$ cat src/rtl/core/utf8l1_pkg.sv
// Shared types and constants for the UTF-8 decoder with Latin-1 fallback.
// No dependencies.
`timescale 1ns / 1ps

package utf8l1_pkg;

    localparam int unsigned BYTE_W    = 8;
    localparam int unsigned CP_W      = 16;
    localparam int unsigned MAX_RES   = 3;   // results one byte can cause
    localparam int unsigned HOLD_D    = 2;   // held bytes across requests

    typedef logic [BYTE_W-1:0] t_byte;
    typedef logic [CP_W-1:0]   t_cp;
    typedef logic [1:0]        t_cnt;        // 0..3 results / 0..2 held

    // byte class masks and tags
    localparam t_byte MASK_CONT = 8'hC0;
    localparam t_byte TAG_CONT  = 8'h80;
    localparam t_byte MASK_LEAD2 = 8'hE0;
    localparam t_byte TAG_LEAD2  = 8'hC0;
    localparam t_byte MASK_LEAD3 = 8'hF0;
    localparam t_byte TAG_LEAD3  = 8'hE0;
    localparam t_byte PAY_LEAD2 = 8'h1F;
    localparam t_byte PAY_LEAD3 = 8'h0F;
    localparam t_byte PAY_CONT  = 8'h3F;
    localparam t_byte ASCII_LIM = 8'h80;

    function automatic logic is_cont(input t_byte b);
        is_cont = (b & MASK_CONT) == TAG_CONT;
    endfunction

endpackage

$ cat src/rtl/core/utf8_decoder_latin1_fallback_core.sv
// UTF-8 decoder with Latin-1 fallback, top level.
// Depends on utf8l1_pkg (types, byte class constants).
`timescale 1ns / 1ps
//
//  channel  | direction | handshake            | payload
//  ---------+-----------+----------------------+----------------------------------
//  input    | in        | i_valid / o_stall    | i_data_byte[7:0], i_end_of_string
//  result   | out       | o_valid / i_stall    | o_code_point[15:0], o_run_last
//
//  One request a cycle is taken while o_stall is low. Each request is decoded
//  in the cycle it is taken, against the held bytes, into a bundle of zero to
//  three results that is registered; the bundle drains one result per cycle
//  while i_stall is low. A request that causes N results occupies the result
//  register until its last result is taken, so a plain byte stream runs at one
//  byte per clock. The result register is the only thing that sets the rate.
//  Reset (synchronous, active low) empties the result register and drops any
//  held bytes. o_stall rises while the bundle still has more than one result
//  to give, or its last one is itself stalled.

module utf8_decoder_latin1_fallback_core
    import utf8l1_pkg::*;
(
    input  logic        i_clk,
    input  logic        i_rst_n,
    // input requests
    input  logic        i_valid,
    output logic        o_stall,
    input  logic [7:0]  i_data_byte,
    input  logic        i_end_of_string,
    // results
    output logic        o_valid,
    input  logic        i_stall,
    output logic [15:0] o_code_point,
    output logic        o_run_last
);

    // held bytes: a waiting lead and at most one continuation
    t_byte r_pend [HOLD_D];
    t_byte n_pend [HOLD_D];
    t_cnt  r_pcnt;
    t_cnt  n_pcnt;

    // result bundle
    t_cp   r_res  [MAX_RES];
    t_cp   n_res  [MAX_RES];
    t_cnt  r_left;            // results still to deliver
    t_cnt  r_idx;             // next result to deliver
    t_cnt  n_k;               // results produced by this request

    logic  in_acc;
    logic  out_acc;

    assign o_valid      = r_left != 2'd0;
    assign o_code_point = r_res[r_idx];
    assign o_run_last   = r_left == 2'd1;
    assign out_acc      = o_valid && !i_stall;
    // free next cycle if empty or the last result leaves now
    assign o_stall      = (r_left > 2'd1) || (r_left == 2'd1 && i_stall);
    assign in_acc       = i_valid && !o_stall;

    // ------------------------------------------------------------------
    // Decode: walk the (held + new) bytes, at most three steps.
    // ------------------------------------------------------------------
    always_comb begin
        t_byte      bufb [5];
        logic [1:0] n;
        logic [1:0] pos;
        logic [1:0] adv;
        logic [1:0] avail;
        logic       stop;
        logic       emit;
        t_cp        cp;
        t_byte      b0;
        t_byte      b1;
        t_byte      b2;
        logic [2:0] i1;
        logic [2:0] i2;

        for (int j = 0; j < 5; j++) begin
            bufb[j] = '0;
        end
        unique case (r_pcnt)
            2'd0: begin
                bufb[0] = i_data_byte;
                n       = 2'd1;
            end
            2'd1: begin
                bufb[0] = r_pend[0];
                bufb[1] = i_data_byte;
                n       = 2'd2;
            end
            default: begin
                bufb[0] = r_pend[0];
                bufb[1] = r_pend[1];
                bufb[2] = i_data_byte;
                n       = 2'd3;
            end
        endcase

        pos  = '0;
        stop = 1'b0;
        n_k  = '0;
        for (int j = 0; j < MAX_RES; j++) begin
            n_res[j] = '0;
        end

        for (int s = 0; s < MAX_RES; s++) begin
            adv   = 2'd1;
            emit  = 1'b0;
            cp    = '0;
            i1    = {1'b0, pos} + 3'd1;
            i2    = {1'b0, pos} + 3'd2;
            b0    = bufb[{1'b0, pos}];
            b1    = bufb[i1];
            b2    = bufb[i2];
            avail = n - pos;
            if (!stop && pos < n) begin
                emit = 1'b1;
                cp   = {8'h00, b0};
                if (b0 < ASCII_LIM) begin
                    adv = 2'd1;
                end else if ((b0 & MASK_LEAD2) == TAG_LEAD2) begin
                    if (avail < 2'd2) begin
                        // lead waits for its continuation unless string ends
                        if (!i_end_of_string) begin
                            emit = 1'b0;
                            stop = 1'b1;
                        end
                    end else if (is_cont(b1)) begin
                        cp  = {5'd0, b0[4:0] & PAY_LEAD2[4:0], b1[5:0] & PAY_CONT[5:0]};
                        adv = 2'd2;
                    end
                end else if ((b0 & MASK_LEAD3) == TAG_LEAD3) begin
                    if (avail < 2'd2) begin
                        if (!i_end_of_string) begin
                            emit = 1'b0;
                            stop = 1'b1;
                        end
                    end else if (!is_cont(b1)) begin
                        adv = 2'd1;
                    end else if (avail < 2'd3) begin
                        if (!i_end_of_string) begin
                            emit = 1'b0;
                            stop = 1'b1;
                        end
                    end else if (is_cont(b2)) begin
                        cp  = {b0[3:0] & PAY_LEAD3[3:0], b1[5:0] & PAY_CONT[5:0],
                               b2[5:0] & PAY_CONT[5:0]};
                        adv = 2'd3;
                    end
                end
                // stray continuation and four-byte/invalid leads: Latin-1
                if (emit) begin
                    n_res[n_k] = cp;
                    n_k        = n_k + 2'd1;
                    pos        = pos + adv;
                end
            end else begin
                stop = 1'b1;
            end
        end

        // leftover bytes become the held state
        n_pcnt    = n - pos;
        n_pend[0] = (n_pcnt != 2'd0) ? bufb[{1'b0, pos}] : '0;
        i1        = {1'b0, pos} + 3'd1;
        n_pend[1] = (n_pcnt == 2'd2) ? bufb[i1] : '0;
    end

    // ------------------------------------------------------------------
    // State and result registers
    // ------------------------------------------------------------------
    always_ff @(posedge i_clk) begin
        if (!i_rst_n) begin
            r_pcnt    <= '0;
            r_pend[0] <= '0;
            r_pend[1] <= '0;
            r_left    <= '0;
            r_idx     <= '0;
        end else begin
            if (in_acc) begin
                r_pcnt <= n_pcnt;
                r_pend <= n_pend;
                r_left <= n_k;
                r_idx  <= '0;
            end else if (out_acc) begin
                r_left <= r_left - 2'd1;
                r_idx  <= r_idx + 2'd1;
            end
        end
    end

    always_ff @(posedge i_clk) begin
        if (in_acc) begin
            r_res <= n_res;
        end
    end

endmodule
$ cat config.mk
export PLATFORM = sky130hd
export DESIGN_NAME = utf8_decoder_latin1_fallback_core
export DESIGN_NICKNAME = d
export VERILOG_FILES = /design/src/rtl/core/utf8l1_pkg.sv /design/src/rtl/core/utf8_decoder_latin1_fallback_core.sv
export SDC_FILE = /design/constraint.sdc
export NUM_CORES = 1
export LEC_CHECK = 0
export BUFFER_PORTS_ARGS = -buffer_cell sky130_fd_sc_hd__buf_4
export CORE_MARGIN = 3
export CORE_UTILIZATION = 50
export DETAILED_ROUTE_END_ITERATION = 16
export PLACE_DENSITY = 0.73
export SYNTH_ARGS = -nofsm -noshare
export SYNTH_HDL_FRONTEND = slang
export SYNTH_SLANG_ARGS = --single-unit
$ cat constraint.sdc
create_clock -name i_clk -period 8.8 [get_ports i_clk]
set_input_delay 1.32 -clock i_clk [delete_from_list [all_inputs] [get_ports i_clk]]
set_output_delay 1.32 -clock i_clk [all_outputs]
set_load 0.02 [all_outputs]
# After elaboration in Yosys (flattened, before gate mapping)
# Index checks and enable logic that the tools add are counted.
# W data, S select, Z words.
# totals
reg_bits	70
output_inout_bits	19
# classes
addsub	14
magnitude_cmp	26
eq_ne	15
n_mux	160
bitwise_logic	12
reduce_logical	18
# ops
cell	count
$mux W16	29
$bmux W8 S3	8
$mux W48	4
$mux W8	20
$bwmux W48	2
$mux W2	42
$mux W11	6
$demux W16 S2	2
$mux W1	44
$bmux W16 S2	1
$ge A4 B4 Y1 const B	8
$lt A8 B8 Y1 const B	3
$not A3 Y4	5
$pmux W8 S2	1
$eq A2 B2 Y1 const B	7
$eq A4 B4 Y1 const B	3
$lt A2 B2 Y1 const B	6
$not A2 Y4	3
$add A2 B1 Y3 const B	3
$eq A3 B3 Y1 const B	3
$ge A3 B3 Y1 const B	3
$not A2 Y3	3
$logic_and A1 B1 Y1	7
$add A2 B1 Y2 const B	3
other kinds (16)	29

# Depth between registers and ports, before layout
# depth
depth_word	53
mapped_depth	40
mapped_depth_nobuf	34

# Worst setup path after synthesis
# No wires, ideal clock.
# synth_timing
path_type	input -> register
from	input i_data_byte[4]
to	register r_pend[0] (netlist bit)
arrival_ps	8752
t_required_ps	8741
setup_slack_ps	-11
cell_stages	40
path_buffers	6
cell_sequence	clkbuf_1 > nand2_1 > nor3b_1 > o21a_1 > inv_1 > nand2_1 > clkbuf_1 > inv_1 > buf_1 > ha_1 > buf_1 > a211oi_1 > o21ai_0 > nor2_1 > nand3_1 > ha_1 > inv_1 > and4_1 > (+4 left out) > ha_1 > nor2_1 > a21oi_1 > a21oi_1 > nor3_1 > nand2_1 > nor2_1 > inv_1 > ha_1 > or3_1 > a21oi_4 > xnor2_2 > inv_2 > ha_1 > clkbuf_1 > nand2_1 > o22ai_1 > a22o_1
# synth_between
elab_chain_len	48
elab_cells_between_ends	127
classes_between	add/sub: 10; order compare: 9; eq/ne: 10; mux: 87; bitwise: 7; reduce/logical: 4
# synth_lines
element	line	source
from (decl)	utf8_decoder_latin1_fallback_core.sv:28	input logic [7:0] i_data_byte,
branches (longest 41 deep; another with $lt A8 B8 Y1)	-	
$mux W2 (*)	utf8_decoder_latin1_fallback_core.sv:117	if (!stop && pos < n) begin
$add A2 B1 Y3	utf8_decoder_latin1_fallback_core.sv:166	i1 = {1'b0, pos} + 3'd1;
$not A3 Y4 (implied by the code)	utf8_decoder_latin1_fallback_core.sv:167	n_pend[1] = (n_pcnt == 2'd2) ? bufb[i1] : '0;
$bmux W8 S3	utf8_decoder_latin1_fallback_core.sv:167	
$mux W8 (implied by the code) (2 in a row)	utf8_decoder_latin1_fallback_core.sv:167	
$mux W8 (*)	utf8_decoder_latin1_fallback_core.sv:167	
to (signal assigned)	utf8_decoder_latin1_fallback_core.sv:183	r_pend <= n_pend;
to (decl)	utf8_decoder_latin1_fallback_core.sv:38	t_byte r_pend [HOLD_D];
# Every way passes the cells marked *. The select of a mux whose other input is x is not followed.
# A chain may end at the register's enable or synchronous reset.

# Worst setup path after layout
# layout_timing
from	input i_data_byte[5]
to	register r_pend[7] (netlist bit)
# Same word-level chain as after synthesis.

==> flow_summary.json <==
{
  "grt_first_pass_wirelength_microns": 28000,
  "cts_tree": "done",
  "synth_top_area_share": 0.252,
  "yosys-top-cells-area": "edfxtp_1 (25%), dfxtp_1 (7.7%), nand2_1 (6.8%), mux2i_1 (6.3%), nor2_1 (5.0%)",
  "coreArea_sq_um": 11000,
  "dieArea_sq_um": 12800,
  "drive_gt1_frac": 0.138,
  "drv_slew": 0,
  "drc_errors": 0,
  "synth-xor-area-share": 0.0193,
  "start_util": 0.518,
  "fin_tns_setup_ns": 0,
  "post_cts_buffers": 0,
  "synth_ff_type": "edfxtp_1",
  "grt_pass1_vias": 5096,
  "utilization": 0.579,
  "htreeDepth": 3,
  "clockRootBuffer": "clkbuf_16",
  "clkLatencyLatePin_ns": 0.34,
  "max_cap_viol_count": 0,
  "ys_seq_area_frac": 0.329,
  "final_nets": 733,
  "synth_fa_ha_area_frac": 0.0363,
  "setup_ws_ns": 0.510,
  "path_max_fanout": 16,
  "fmaxAchievable_mhz": 121,
  "fin_crit_ns": 8.29,
  "drtAntennaViolNets": 0,
  "die_y_microns": 113,
  "drt_iter0_markers": 628,
  "numCtsBuffers": 9,
  "crit_type": "primary input to flop",
  "ys_top_cells_by_count": "nand2_1 (104), nor2_1 (76), o21ai_0 (55), edfxtp_1 (48), mux2i_1 (36)",
  "detailedPlace.worstSlack_ns": 0.254,
  "yosysMostFrequentCell": "nand2_1",
  "synthesis.nets": 721,
  "final_hold_viol_count": 0,
  "cp_slowest_cell": "fa_1",
  "clkTransAtPathRegs_ns": 0.05,
  "drt_wl_total_microns": 17900,
  "dr_total_vias": 5580,
  "worst_ep_required_time_ns": 9.08,
  "antenna_found_initial": 0,
  "synth_compound_area_frac": 0.266,
  "portBuffers": 31,
  "wire_per_inst_microns": 21.1,
  "yosysWarnings": 0,
  "tightest_slew_ns": 1.19,
  "synthMuxAreaShare": 0.0788,
  "netlist_instances": 692,
  "cts.sinks": 70,
  "synth_top_family_by_area": "compound AO/OA/AOI/OAI gates",
  "period_share": 0.942,
  "syn2layout_area_growth_pct": 11.7,
  "grt-ovfl-total": 0,
  "crit_top_cell": "nand2_1",
  "n_antenna_cell": 0,
  "skew_ns": 0.00837,
  "hpwlAfterDp_microns": 13300,
  "rows": 38,
  "slew_headroom": 0.203,
  "drtPass1Iterations": 5,
  "yosys.area_share.simple": 0.217,
  "synthArstFlopShare": 0,
  "rsz0062_at_grt": "false",
  "synth_cell_types": 81,
  "grt_max_degree": 55,
  "viasPerCell": 6.57,
  "slowest_delay_ns": 0.61,
  "endpoint_kind": "flop",
  "gp_routability_congestion": 1.00,
  "hp-class": "flop to flop",
  "ios": 32,
  "postCtsHoldBufs": 0,
  "yosys.area.top_type": "edfxtp_1",
  "die_x_microns": 113,
  "syn_area_sq_um": 5720,
  "startpoint_type": "primary input",
  "track_usage": 0.281,
  "clk_path_buf_depth": 2,
  "setup_viol": 0,
  "cp.arrival_ns": 8.57,
  "design_area_sq_um": 6390,
  "status": "finished, final reports clean",
  "placed_cell_area_sq_um": 6060,
  "synth_edf_count": 48,
  "syn_area_per_cell_sq_um": 8.26,
  "synth-seq-cells": 70
}
==> final timing paths <==
check / startpoint / to / slack (ns) / depth (start not counted)
setup / recovery: i_data_byte[5] / r_pend[7] / 0.51 / 35
hold / removal: r_pend[10] / r_pend[10] / 0.48 / 2
setup reg to reg: r_pcnt[0] / r_pend[7] / 0.74 / 35
hold reg to reg: r_pend[10] / r_pend[10] / 0.48 / 2
==> timing repair <==
action	in CTS	in global routing
hold endpoints to repair	0	0
resized for setup	0	1
setup endpoints to repair	0	5
==> cell type report <==
class	count	area [sq um]
clock buffers	12	256
clock inverters	4	68.8
fillers	1021	4640
inverters	29	109
multi-input cells	546	3540
flip-flops and latches	70	1880
well taps	140	175
repair buffers	48	360
==> through the flow <==
step,hold slack (ns),instances
after floorplan,0.432,692
after global placement,0.451,833
after detailed placement,0.470,833
after CTS,0.482,849
after global routing,0.502,849
final,0.480,849
==> sequential cells by signal, indices dropped and copies added, names as in the netlist <==
name,flops
r_left,2
r_idx,2
r_pcnt,2
r_pend,16
r_res,48
==> placed cells by master, fill, tap and decap left out, drive strengths merged, types with 4 or more instances in the layout <==
master | synthesis | final
nand3 | 18 | 18
a22oi | 13 | 13
buf | 14 | 48
o221ai | 10 | 10
and2 | 10 | 10
nand4 | 7 | 7
nand2b | 6 | 6
o21a | 4 | 4
a21oi | 29 | 29
mux2 | 6 | 6
o22ai | 14 | 14
nor2 | 78 | 78
nand2 | 104 | 104
nor2b | 5 | 5
dfxtp | 22 | 22
xnor2 | 9 | 9
and3 | 5 | 5
nor3 | 12 | 12
clkbuf | 33 | 12
a22o | 13 | 13
o21ai | 58 | 58
a221oi | 5 | 5
a211oi | 17 | 17
a31oi | 15 | 15
ha | 15 | 15
mux2i | 37 | 37
inv | 29 | 29
edfxtp | 48 | 48
o211ai | 11 | 11
==> routing by layer <==
metal	wire length (microns)	GRT usage	up-vias	share of wire
met1	7760	0.385	2645	0.43
met3	1650	0.0620	46	0.092
li1	-	-	2588	-
met5	0	0	-	0
met2	8050	0.443	301	0.45
met4	457	0.0954	0	0.025
==> worst max-delay path: cells and delay by family <==
family	cells	cell delay (ns)
simple gates	14	2.94
fa+ha+maj	5	1.99
compound gates	6	0.94
buf+inv	8	0.93
xor+xnor	2	0.42
==> cell families (layout without fill, tap and decap cells) <==
logic type,Yosys count,after routing
AOI/OAI and AO/OA,214,214
xor gates and xnor gates,10,10
adders and majority gates,16,16
buffers and inverters,76,93
DFF,70,70
muxes,43,43
and+or+nand+nor,263,263
Power is not shown: default switching activity piles up to over one toggle a cycle in this logic, so the estimate is an artifact.
